$ cat src/rtl/cpnc_pkg.sv
// Package for the capability probe negative cache: default widths, mode type,
// operation and observation codes, and the decision struct.
// No dependencies.
package cpnc_pkg;

  // Default widths of time values and of the epoch counter.
  localparam int TIME_WIDTH_DEF  = 48;
  localparam int EPOCH_WIDTH_DEF = 32;

  // Configuration register indexes.
  localparam int CFG_INDEX_WIDTH = 1;
  localparam logic [CFG_INDEX_WIDTH-1:0] REG_UNAVAILABLE_TTL = 1'd0;
  localparam logic [CFG_INDEX_WIDTH-1:0] REG_MAX_JITTER      = 1'd1;

  // Operation codes.
  localparam logic [1:0] OP_BEGIN   = 2'd0;
  localparam logic [1:0] OP_FINISH  = 2'd1;
  localparam logic [1:0] OP_ABANDON = 2'd2;

  // Observation codes; any other code is treated as another outcome.
  localparam logic [1:0] OBS_AVAILABLE   = 2'd0;
  localparam logic [1:0] OBS_UNAVAILABLE = 2'd1;

  // Capability mode of the direct path.
  typedef enum logic [1:0] {
    MODE_UNKNOWN     = 2'd0,
    MODE_PROBING     = 2'd1,
    MODE_AVAILABLE   = 2'd2,
    MODE_UNAVAILABLE = 2'd3
  } mode_t;

  // Decision for one item, handed from the decision logic to the state update.
  typedef struct packed {
    mode_t mode_nxt;     // mode after the item
    logic  bump;         // mode changed: advance the epoch
    logic  mark;         // change is to unavailable: load the new deadline
    logic  path_direct;  // begin result: strict direct path
    logic  is_probe;     // begin result: this attempt is the probe
  } ctrl_t;

endpackage

$ cat src/rtl/cpnc_decide.sv
// Mode decision for one item of the capability probe negative cache.
// Depends on cpnc_pkg for the mode type, codes and the decision struct.
module cpnc_decide (
  input  logic [1:0]     op,
  input  cpnc_pkg::mode_t mode,
  input  logic           fault,
  input  logic           epoch_match,
  input  logic           deadline_reached,
  input  logic           attempt_probe,
  input  logic           attempt_direct,
  input  logic [1:0]     observation,
  input  logic           zero_bytes,
  output cpnc_pkg::ctrl_t ctrl
);

  logic start_probe;
  logic strict;
  logic go_unavail;

  // A strict result is an unavailable outcome with no bytes on either count.
  assign strict = (observation == cpnc_pkg::OBS_UNAVAILABLE) && zero_bytes;

  // Pick the next mode and the begin results from the current mode and the item.
  always_comb begin
    ctrl             = '0;
    ctrl.mode_nxt    = mode;
    start_probe      = 1'b0;
    go_unavail       = 1'b0;
    case (op)
      cpnc_pkg::OP_BEGIN: begin
        case (mode)
          cpnc_pkg::MODE_UNKNOWN:     start_probe = 1'b1;
          cpnc_pkg::MODE_AVAILABLE:   ctrl.path_direct = 1'b1;
          cpnc_pkg::MODE_UNAVAILABLE: start_probe = deadline_reached;
          default:                    ;
        endcase
        if (start_probe) begin
          ctrl.mode_nxt    = cpnc_pkg::MODE_PROBING;
          ctrl.bump        = 1'b1;
          ctrl.path_direct = 1'b1;
          ctrl.is_probe    = 1'b1;
        end
      end
      cpnc_pkg::OP_FINISH: begin
        // Only a direct attempt from the current epoch carries news.
        if (attempt_direct && epoch_match) begin
          if (attempt_probe) begin
            if (mode == cpnc_pkg::MODE_PROBING) begin
              if (observation == cpnc_pkg::OBS_AVAILABLE) begin
                ctrl.mode_nxt = cpnc_pkg::MODE_AVAILABLE;
                ctrl.bump     = 1'b1;
              end else if (!strict) begin
                ctrl.mode_nxt = cpnc_pkg::MODE_UNKNOWN;
                ctrl.bump     = 1'b1;
              end else begin
                go_unavail = 1'b1;
              end
            end
          end else if (mode == cpnc_pkg::MODE_AVAILABLE && strict) begin
            go_unavail = 1'b1;
          end
        end
        // A clock fault cannot set a deadline, so the mode falls back to unknown.
        if (go_unavail) begin
          ctrl.bump = 1'b1;
          if (fault) begin
            ctrl.mode_nxt = cpnc_pkg::MODE_UNKNOWN;
          end else begin
            ctrl.mode_nxt = cpnc_pkg::MODE_UNAVAILABLE;
            ctrl.mark     = 1'b1;
          end
        end
      end
      cpnc_pkg::OP_ABANDON: begin
        if (attempt_probe && mode == cpnc_pkg::MODE_PROBING && epoch_match) begin
          ctrl.mode_nxt = cpnc_pkg::MODE_UNKNOWN;
          ctrl.bump     = 1'b1;
        end
      end
      default: ;
    endcase
  end

endmodule

$ cat src/rtl/capability_probe_negative_cache_core.sv
// Capability probe negative cache: input register, decision and state update,
// result register. Depends on cpnc_pkg and cpnc_decide.
// An item passes through the input register and then the result register.
// Throughput: one item per cycle while the result register is drained; the mode,
// epoch and deadline registers are updated in the same cycle an item is decided, so the next item sees them.
// Reset (rst_n low, synchronous): mode unknown, epoch and deadline zero,
// both configuration registers zero, no item held.
module capability_probe_negative_cache_core #(
  parameter int TIME_WIDTH  = cpnc_pkg::TIME_WIDTH_DEF,
  parameter int EPOCH_WIDTH = cpnc_pkg::EPOCH_WIDTH_DEF
) (
  input  logic                                 clk,
  input  logic                                 rst_n,
  // Configuration write port.
  input  logic                                 cfg_we,
  input  logic [cpnc_pkg::CFG_INDEX_WIDTH-1:0] cfg_index,
  input  logic [TIME_WIDTH-1:0]                cfg_wdata,
  // Input channel.
  input  logic                                 in_valid,
  output logic                                 in_ready,
  input  logic [1:0]                           in_op,
  input  logic [TIME_WIDTH-1:0]                in_now_time,
  input  logic                                 in_clock_fault,
  input  logic [TIME_WIDTH-1:0]                in_jitter_value,
  input  logic [EPOCH_WIDTH-1:0]               in_attempt_epoch,
  input  logic                                 in_attempt_probe,
  input  logic                                 in_attempt_direct,
  input  logic [1:0]                           in_observation,
  input  logic [TIME_WIDTH-1:0]                in_body_bytes,
  input  logic [TIME_WIDTH-1:0]                in_direct_body_bytes,
  // Result channel.
  output logic                                 out_valid,
  input  logic                                 out_ready,
  output logic                                 out_path_direct,
  output logic                                 out_is_probe,
  output logic [EPOCH_WIDTH-1:0]               out_epoch_now,
  output logic [1:0]                           out_mode_now,
  output logic [TIME_WIDTH-1:0]                out_deadline_now
);

  // Configuration registers.
  logic [TIME_WIDTH-1:0] ttl_r;
  logic [TIME_WIDTH-1:0] max_jitter_r;

  // Input stage.
  logic                   s1_valid_r;
  logic [1:0]             s1_op_r;
  logic [TIME_WIDTH-1:0]  s1_now_r;
  logic                   s1_fault_r;
  logic [TIME_WIDTH-1:0]  s1_delay_r;
  logic [EPOCH_WIDTH-1:0] s1_epoch_r;
  logic                   s1_probe_r;
  logic                   s1_direct_r;
  logic [1:0]             s1_obs_r;
  logic                   s1_zero_r;

  // Cache state.
  cpnc_pkg::mode_t        mode_r, mode_nxt;
  logic [EPOCH_WIDTH-1:0] epoch_r, epoch_nxt;
  logic [TIME_WIDTH-1:0]  deadline_r, deadline_nxt;

  // Result register.
  logic                   out_valid_r;
  logic                   out_path_direct_r;
  logic                   out_is_probe_r;
  logic [EPOCH_WIDTH-1:0] out_epoch_now_r;
  logic [1:0]             out_mode_now_r;
  logic [TIME_WIDTH-1:0]  out_deadline_now_r;

  // Handshake and datapath signals.
  logic                   out_free;
  logic                   proc;
  logic                   in_xfer;
  logic [TIME_WIDTH-1:0]  jitter_clamped;
  logic [TIME_WIDTH:0]    delay_sum;
  logic [TIME_WIDTH-1:0]  delay_sat;
  logic [TIME_WIDTH:0]    until_sum;
  logic [TIME_WIDTH-1:0]  until_sat;
  logic                   epoch_match;
  logic                   deadline_reached;
  cpnc_pkg::ctrl_t        ctrl;

  // The input stage moves on when the result register is empty or being drained.
  assign out_free = !out_valid_r || out_ready;
  assign proc     = s1_valid_r && out_free;
  assign in_ready = !s1_valid_r || out_free;
  assign in_xfer  = in_valid && in_ready;

  // Configuration writes.
  always_ff @(posedge clk) begin
    if (!rst_n) begin
      ttl_r        <= '0;
      max_jitter_r <= '0;
    end else if (cfg_we) begin
      case (cfg_index)
        cpnc_pkg::REG_UNAVAILABLE_TTL: ttl_r        <= cfg_wdata;
        cpnc_pkg::REG_MAX_JITTER:      max_jitter_r <= cfg_wdata;
        default:                       ;
      endcase
    end
  end

  // Clamp the jitter and add the ttl ahead of time; neither depends on state.
  assign jitter_clamped = (in_jitter_value > max_jitter_r) ? max_jitter_r : in_jitter_value;
  assign delay_sum      = {1'b0, ttl_r} + {1'b0, jitter_clamped};
  assign delay_sat      = delay_sum[TIME_WIDTH] ? '1 : delay_sum[TIME_WIDTH-1:0];

  // Input stage valid.
  always_ff @(posedge clk) begin
    if (!rst_n) begin
      s1_valid_r <= 1'b0;
    end else if (in_xfer) begin
      s1_valid_r <= 1'b1;
    end else if (proc) begin
      s1_valid_r <= 1'b0;
    end
  end

  // Input stage payload.
  always_ff @(posedge clk) begin
    if (in_xfer) begin
      s1_op_r     <= in_op;
      s1_now_r    <= in_now_time;
      s1_fault_r  <= in_clock_fault;
      s1_delay_r  <= delay_sat;
      s1_epoch_r  <= in_attempt_epoch;
      s1_probe_r  <= in_attempt_probe;
      s1_direct_r <= in_attempt_direct;
      s1_obs_r    <= in_observation;
      s1_zero_r   <= (in_body_bytes == '0) && (in_direct_body_bytes == '0);
    end
  end

  // Compares against the current state and the saturating new deadline.
  assign epoch_match      = (s1_epoch_r == epoch_r);
  assign deadline_reached = s1_fault_r || (s1_now_r >= deadline_r);
  assign until_sum        = {1'b0, s1_now_r} + {1'b0, s1_delay_r};
  assign until_sat        = until_sum[TIME_WIDTH] ? '1 : until_sum[TIME_WIDTH-1:0];

  cpnc_decide u_decide (
    .op               (s1_op_r),
    .mode             (mode_r),
    .fault            (s1_fault_r),
    .epoch_match      (epoch_match),
    .deadline_reached (deadline_reached),
    .attempt_probe    (s1_probe_r),
    .attempt_direct   (s1_direct_r),
    .observation      (s1_obs_r),
    .zero_bytes       (s1_zero_r),
    .ctrl             (ctrl)
  );

  // Next state: every mode change advances the epoch and reloads the deadline.
  always_comb begin
    mode_nxt     = mode_r;
    epoch_nxt    = epoch_r;
    deadline_nxt = deadline_r;
    if (proc && ctrl.bump) begin
      mode_nxt     = ctrl.mode_nxt;
      epoch_nxt    = epoch_r + 1'b1;
      deadline_nxt = ctrl.mark ? until_sat : '0;
    end
  end

  // State registers and result valid.
  always_ff @(posedge clk) begin
    if (!rst_n) begin
      mode_r      <= cpnc_pkg::MODE_UNKNOWN;
      epoch_r     <= '0;
      deadline_r  <= '0;
      out_valid_r <= 1'b0;
    end else begin
      mode_r     <= mode_nxt;
      epoch_r    <= epoch_nxt;
      deadline_r <= deadline_nxt;
      if (proc) begin
        out_valid_r <= 1'b1;
      end else if (out_ready) begin
        out_valid_r <= 1'b0;
      end
    end
  end

  // Result payload, captured with the state after the item.
  always_ff @(posedge clk) begin
    if (proc) begin
      out_path_direct_r  <= ctrl.path_direct;
      out_is_probe_r     <= ctrl.is_probe;
      out_epoch_now_r    <= epoch_nxt;
      out_mode_now_r     <= mode_nxt;
      out_deadline_now_r <= deadline_nxt;
    end
  end

  assign out_valid        = out_valid_r;
  assign out_path_direct  = out_path_direct_r;
  assign out_is_probe     = out_is_probe_r;
  assign out_epoch_now    = out_epoch_now_r;
  assign out_mode_now     = out_mode_now_r;
  assign out_deadline_now = out_deadline_now_r;

`ifndef SYNTH
  // The epoch only moves when an item is decided.
  a_epoch_idle: assert property (@(posedge clk) disable iff (!rst_n)
    !proc |=> $stable(epoch_r))
    else $error("epoch changed without an item");

  // A mode change moves the epoch by exactly one.
  a_epoch_step: assert property (@(posedge clk) disable iff (!rst_n)
    (proc && ctrl.bump) |=> (epoch_r == EPOCH_WIDTH'($past(epoch_r) + 1'b1)))
    else $error("epoch did not advance by one on a mode change");

  // Outside the unavailable mode no deadline is held.
  a_deadline_clear: assert property (@(posedge clk) disable iff (!rst_n)
    (mode_r != cpnc_pkg::MODE_UNAVAILABLE) |-> (deadline_r == '0))
    else $error("deadline set outside the unavailable mode");

  // A fresh result reports the state it left behind.
  a_result_state: assert property (@(posedge clk) disable iff (!rst_n)
    proc |=> (out_mode_now_r == mode_r) && (out_epoch_now_r == epoch_r)
             && (out_deadline_now_r == deadline_r))
    else $error("result does not match the updated state");
`endif

endmodule
$ cat config.mk
export PLATFORM = sky130hd
export DESIGN_NAME = capability_probe_negative_cache_core
export DESIGN_NICKNAME = d
export VERILOG_FILES = /design/src/rtl/cpnc_pkg.sv /design/src/rtl/cpnc_decide.sv /design/src/rtl/capability_probe_negative_cache_core.sv
export SDC_FILE = /design/constraint.sdc
export NUM_CORES = 1
export LEC_CHECK = 0
export ABC_AREA = 1
export BUFFER_PORTS_ARGS = -buffer_cell sky130_fd_sc_hd__buf_2
export CORE_AREA = 2 2 244 307
export DETAILED_ROUTE_END_ITERATION = 6
export DIE_AREA = 0 0 246 309
export PLACE_DENSITY = 0.59
export SYNTH_ARGS = -nofsm -noshare
export SYNTH_HDL_FRONTEND = slang
export SYNTH_SLANG_ARGS = --single-unit
$ cat constraint.sdc
create_clock -name clk -period 7.2 [get_ports clk]
set_input_delay 0.36 -clock clk [delete_from_list [all_inputs] [get_ports clk]]
set_output_delay 0.36 -clock clk [all_outputs]
set_load 0.05 [all_outputs]
* Yosys cells after proc, flatten, opt, wreduce, memory -nomap -nowiden
Index checks and enable logic that the tools add are counted.
** Storage, ports and cells
- Register bits :: 400
- Bits of input ports :: 285
- Word-level logic and storage cells :: 90
** Cells by class
- Add/sub/neg operators :: 3
- Magnitude comparators :: 2
- Equal/unequal tests :: 7
- Multiplexer cells :: 33
- Bitwise gates (word level) :: 1
- Reduce and logical (&&, ||, !) cells :: 23
** Operators with widths (count)
- two-way mux 48 bit :: 4
- adder 48 x 48 -> 49 bit :: 2
- zero test 48 bit :: 2
- greater-or-equal comparator 48 bit :: 1
- greater-than comparator 48 bit :: 1
- adder 32 x 1 -> 32 bit (second input constant) :: 1
- equality test 32 bit :: 1
- two-way mux 32 bit :: 1
- two-way mux 3 bit :: 7
- two-way mux 1 bit :: 15
- logical AND 1 bit :: 9
- one-hot mux 3 bit (3 select lines) :: 1
- equality test 2 x 1 -> 1 bit (second input constant) :: 3
- equality test 2 bit (second input constant) :: 3
- zero test 2 bit :: 3
- two-way mux 2 bit :: 3
- two-way mux 4 bit :: 1
- AND reduction 2 bit :: 2
- nonzero test 2 bit :: 2
- logical OR 1 bit :: 3
- zero test 1 bit :: 2
- one-hot mux 1 bit (2 select lines) :: 1
- inverter 1 bit :: 1

* Logic depth before layout (Yosys ltp)
- Depth in word-level cells :: 12
- Mapped depth :: 32
- Gate-level depth less buffers :: 31

* Hierarchy
Synthesis repeated with hierarchy kept, for this count alone.
** Unflattened totals
- Cell total of the unflattened synthesis :: 3494
- Area total of the unflattened synthesis :: 25886.1 sq um
** By module, submodules not included
- capability_probe_negative_cache_core :: times used 1, cells each 3436, area each 25598.3 sq um, sequential area each 10209.8 sq um
- cpnc_decide :: times used 1, cells each 58, area each 287.8 sq um, sequential area each 0.0 sq um

* Worst setup path after synthesis
No wires, ideal clock.
- Path kind :: register to register
- From :: reg out_valid_r (netlist: out_valid)
- To :: reg s1_delay_r[0], enable pin
- Setup time :: 488 ps
- Data arrival time :: 3784 ps
- Data required time :: 6712 ps
- Setup slack :: 2928 ps
- Stages on the path, launching flop included :: 4
- Buffers on the path :: 0
- Clock period less this slack :: 4272 ps
- Cell sequence :: dfxtp_1 -> nand3_1 -> nand2_1 -> inv_1
** Between the ends
- Word-level cells in the longest chain between the ends :: 4
** Ends and longest elaborated chain
- from (decl) :: RTL line capability_probe_negative_cache_core.sv:63 : logic out_valid_r;
- from (signal assigned) :: RTL line capability_probe_negative_cache_core.sv:171 : out_valid_r <= 1'b0;
- from (signal assigned) :: RTL line capability_probe_negative_cache_core.sv:177 : out_valid_r <= 1'b1;
- from (signal assigned) :: RTL line capability_probe_negative_cache_core.sv:179 : out_valid_r <= 1'b0;
- zero test 1 bit :: RTL line capability_probe_negative_cache_core.sv:84 : assign out_free = !out_valid_r || out_ready;
- logical OR 1 bit :: RTL line capability_probe_negative_cache_core.sv:84
- logical OR 1 bit :: RTL line capability_probe_negative_cache_core.sv:86 : assign in_ready = !s1_valid_r || out_free;
- net in_ready :: RTL line capability_probe_negative_cache_core.sv:20 : output logic in_ready,
- logical AND 1 bit :: RTL line capability_probe_negative_cache_core.sv:87 : assign in_xfer = in_valid && in_ready;
- net in_xfer :: RTL line capability_probe_negative_cache_core.sv:73 : logic in_xfer;
- to (signal assigned) :: RTL line capability_probe_negative_cache_core.sv:125 : s1_delay_r <= delay_sat;
- to (decl) :: RTL line capability_probe_negative_cache_core.sv:50 : logic [TIME_WIDTH-1:0] s1_delay_r;
The timed path passes the listed nets, and every way through them passes these cells.
A chain may end at the register's enable or synchronous reset.

* Worst setup path in the final report
- From :: reg max_jitter_r[43]
- To :: reg s1_delay_r[33] (data pin)
** Between the ends
- Word-level cells in the longest chain between the ends :: 3
** Ends and longest elaborated chain
- from (decl) :: RTL line capability_probe_negative_cache_core.sv:43 : logic [TIME_WIDTH-1:0] max_jitter_r;
- from (signal assigned) :: RTL line capability_probe_negative_cache_core.sv:97 : cpnc_pkg::REG_MAX_JITTER: max_jitter_r <= cfg_wdata;
- greater-than comparator 48 bit :: RTL line capability_probe_negative_cache_core.sv:104 : assign jitter_clamped = (in_jitter_value > max_jitter_r) ? max_jitter_r : in_jitter_value;
- two-way mux 48 bit * :: RTL line capability_probe_negative_cache_core.sv:104
- adder 48 x 48 -> 49 bit * :: RTL line capability_probe_negative_cache_core.sv:105 : assign delay_sum = {1'b0, ttl_r} + {1'b0, jitter_clamped};
Every way passes the cells marked *; elsewhere a longest branch is shown, timed or not.

==> flow_metrics.py <==
metrics = {
    "layout": {
        "final_util_pct": 42.4,
        "drive_gt1_share_pct": 13.0,
        "final_common_cell": "nand2_1",
        "fin_nets": 4313,
        "final_cell_mix": "nand2_1, nor2_1, inv_1",
        "ff_latch_area_um2": 10200,
        "area_growth_pct": 21.9,
        "multiInputGateArea_um2": 13200,
        "nFillCells": 7564,
        "fin_cells": 4828,
    },
    "floorplanning": {
        "rows": 111,
        "die_area_um2": 76000,
        "die-width_um": 246,
        "die_h_um": 309,
        "ioPinCount": 371,
        "design.core.area_um2": 72900,
        "initial_utilization_pct": 34.8,
    },
    "synth": {
        "synthArstFlopShare_pct": 0,
        "syn_area_um2": 25400,
        "synth_fp_nets": 3849,
        "seq_area_frac_synth_pct": 40.2,
        "netlist_instances": 3365,
        "synth_cell_types": 57,
        "syn_area_per_cell_um2": 7.55,
        "yosys_warnings": 0,
        "synth-edff-count": 220,
        "synth-seq-cells": 400,
        "synthFlopType": "edfxtp_1",
    },
    "timing": {
        "final.period_utilization_pct": 84.4,
        "period_needed_ns": 6.07,
        "fin_setup_tns_ns": 0,
        "hold_viol_final": 0,
        "finClkSkew_ns": 0.0297,
        "rsz0062_at_grt": "false",
        "worst_pin_slew_ns": 1.16,
        "fmax_mhz": 165,
        "whs_ns": 0.0303,
        "slew_viol_final": 0,
        "maxSlewHeadroom_pct": 22.7,
        "setup_viol": 0,
    },
    "global_routing": {
        "antenna_found_initial": 3,
        "grt_util_all_layers_pct": 21.9,
        "grt_max_degree": 86,
        "grt_pass1_wl_um": 129000,
        "overflow": 0,
        "grt_pass1_vias": 23545,
    },
    "routing": {
        "vias": 23884,
        "drt-initial-drc-count": 1179,
        "dr.pass1.iters": 6,
        "detail_route.drc_violations": 0,
        "wire_per_inst_um": 17.7,
        "routed_wl_um": 85400,
        "viasPerCell": 4.95,
        "antenna_left": 0,
    },
    "setup_path": {
        "cp.required_ns": 7.51,
        "cp-end-kind": "flop",
        "regToRegStartpoint": "max_jitter_r[43]$_SDFFE_PN0P_",
        "criticalPathCategory": "reg -> reg",
        "worstPathMaxFanout": 48,
        "startpoint_type": "flop",
        "worstReg2RegEnd": "s1_delay_r[33]$_SDFFCE_PP1P_",
        "reg2reg_slack_ns": 1.13,
        "worstPathArrival_ns": 6.38,
        "reg2regPathDepth": 25,
    },
    "clock_tree": {
        "clk_pin_slew_worst_paths_ns": 0.06,
        "h-tree-depth": 2,
        "insertion_delay_ns": 0.61,
        "post_cts_resized": 0,
        "cts_root_buf": "clkbuf_16",
        "tritoncts": "done",
        "cts_buffer_depth": 3,
        "cts_buffers": 45,
        "cts_sinks": 400,
    },
    "placement": {
        "port_buffers": 370,
        "gp_congestion": 0.979,
        "dp_cells": 4615,
        "dp_hpwl_um": 67500,
    },
    "min_path": {
        "worstHoldPathCells": 3,
        "hp-start": "cfg_wdata[45]",
        "whs_endpoint": "ttl_r[45]$_SDFFE_PN0P_",
        "hold_path.class": "in -> reg",
    },
    "pwr": {
        "power_mw": 6.76,
        "peakVddDrop_mv": 0.198,
        "leakagePower_nw": 13.8,
        "power_density_nw_per_um2": 218,
    },
    "flow_run": {
        "maxCapViolations": 0,
    },
    "run_status": {
        "status": "finished, final reports clean",
    },
}
-- routing by layer --
layer | part of all wire [%] | global-route usage, % | routed length (um)
met4 | 4.6 | 9.82 | 3930
met5 | 0.013 | 0 | 11
met1 | 41 | 25.9 | 35500
met2 | 50 | 39.6 | 42600
met3 | 4.1 | 2.50 | 3500
-- registers in the layout (all words and copies together) (netlist names), 32 cells and up --
| signal | cells |
|---|---|
| s1_delay_r | 48 |
| s1_now_r | 48 |
| out_epoch_now | 32 |
| ttl_r | 48 |
| deadline_r | 48 |
| s1_epoch_r | 32 |
| epoch_r | 32 |
| max_jitter_r | 48 |
| out_deadline_now | 48 |
-- layout make-up --
| type | count | area share, % |
|---|---|---|
| timing repair buffer | 513 | 10.5 |
| clock buffer | 56 | 3.84 |
| inverter | 415 | 5.07 |
| tap | 960 | 3.88 |
| sequential | 400 | 33.0 |
| multi-input combinational | 2454 | 42.6 |
| antenna | 3 | 0.0243 |
| clock inverter | 27 | 1.13 |
-- what timing repair did --
item,CTS,global route
hold buffers,127,0
setup buffers,0,0
endpoints found under the hold margin,128,0
-- kinds of logic after synthesis --
logic type	synth area share, %
mux	0.0394
xor+xnor	3.13
flops	40.2
buf+inv	7.92
simple gates	25.1
compound gates	13.8
fa+ha+maj	9.86
-- metrics by stage --
step | setup WS [ns] | area, um^2
3_3_place_gp | 1.14 | 28100
5_1_grt | 0.635 | 30900
3_5_place_dp | 1.06 | 28100
6_report | 1.13 | 30900
4_1_cts | 1.15 | 30900
2_1_floorplan | 2.93 | 25400
-- synthesized netlist by cell type (4+ instances only) --
library cell    n  area, um^2
a211oi_1        5        37.5
a21boi_0        4        30.0
a21o_1         15         113
a21oi_1       324        1620
a31oi_1        20         125
buf_2          29         145
buf_4           8        60.1
clkbuf_1       49         184
clkbuf_2        4        20.0
dfxtp_1       180        3600
edfxtp_1      220        6610
ha_1          197        2460
inv_1         411        1540
inv_2           4        15.0
nand2_1       694        2610
nand3_1       193         966
nand3b_1       21         158
nand4_1        50         313
nor2_1        433        1630
nor2_2          4        25.0
nor3_1         41         205
nor4_1         36         225
o21a_1         12        90.1
o21ai_0       247        1240
o21ai_1         4        20.0
o21bai_1        8        60.1
or2_2          17         106
xnor2_1        23         201
xor2_1         66         578
-- power breakdown --
group | total, mW | leakage (nW) | internal [mW] | switching [mW]
clock | 2.42 | 0.726 | 1.40 | 1.02
sequential | 2.64 | 3.59 | 2.57 | 0.0729
combinational | 1.69 | 9.52 | 0.576 | 1.12
total | 6.76 | 13.8 | 4.55 | 2.21
-- worst max-delay path by stage --
stage                                  start                           end  depth (start not counted)
2_1_floorplan         out_valid$_SDFFE_PN0P_   s1_delay_r[0]$_SDFFCE_PP1P_                          3
3_3_place_gp             in_jitter_value[35]   s1_delay_r[2]$_SDFFCE_PP1P_                         26
3_5_place_dp             in_jitter_value[35]  s1_delay_r[33]$_SDFFCE_PP1P_                         26
4_1_cts        max_jitter_r[43]$_SDFFE_PN0P_  s1_delay_r[33]$_SDFFCE_PP1P_                         26
5_1_grt        max_jitter_r[35]$_SDFFE_PN0P_  s1_delay_r[47]$_SDFFCE_PP1P_                         28
6_report       max_jitter_r[43]$_SDFFE_PN0P_  s1_delay_r[33]$_SDFFCE_PP1P_                         25
-- worst max-delay path, cell delays in order, from the launching register on --
cell and delay (ns):
dfxtp_1 0.31, inv_1 0.07, ha_1 0.29, a21oi_1 0.18
o21a_1 0.15, nor2_1 0.06, a2111oi_0 0.90, buf_4 0.27
nand3_1 0.11, nand2_2 0.57, buf_4 0.33, o21ai_0 0.12
ha_1 0.39, a21oi_1 0.17, inv_1 0.08, a31oi_1 0.25
o21ai_0 0.13, a21oi_1 0.17, o21ai_2 0.13, nand2_1 0.08
nand3_1 0.09, nand2_1 0.14, nand3b_1 0.09, nand2_1 0.06
buf_4 0.42, nand3_1 0.18
(Power assumes the default switching activity.)
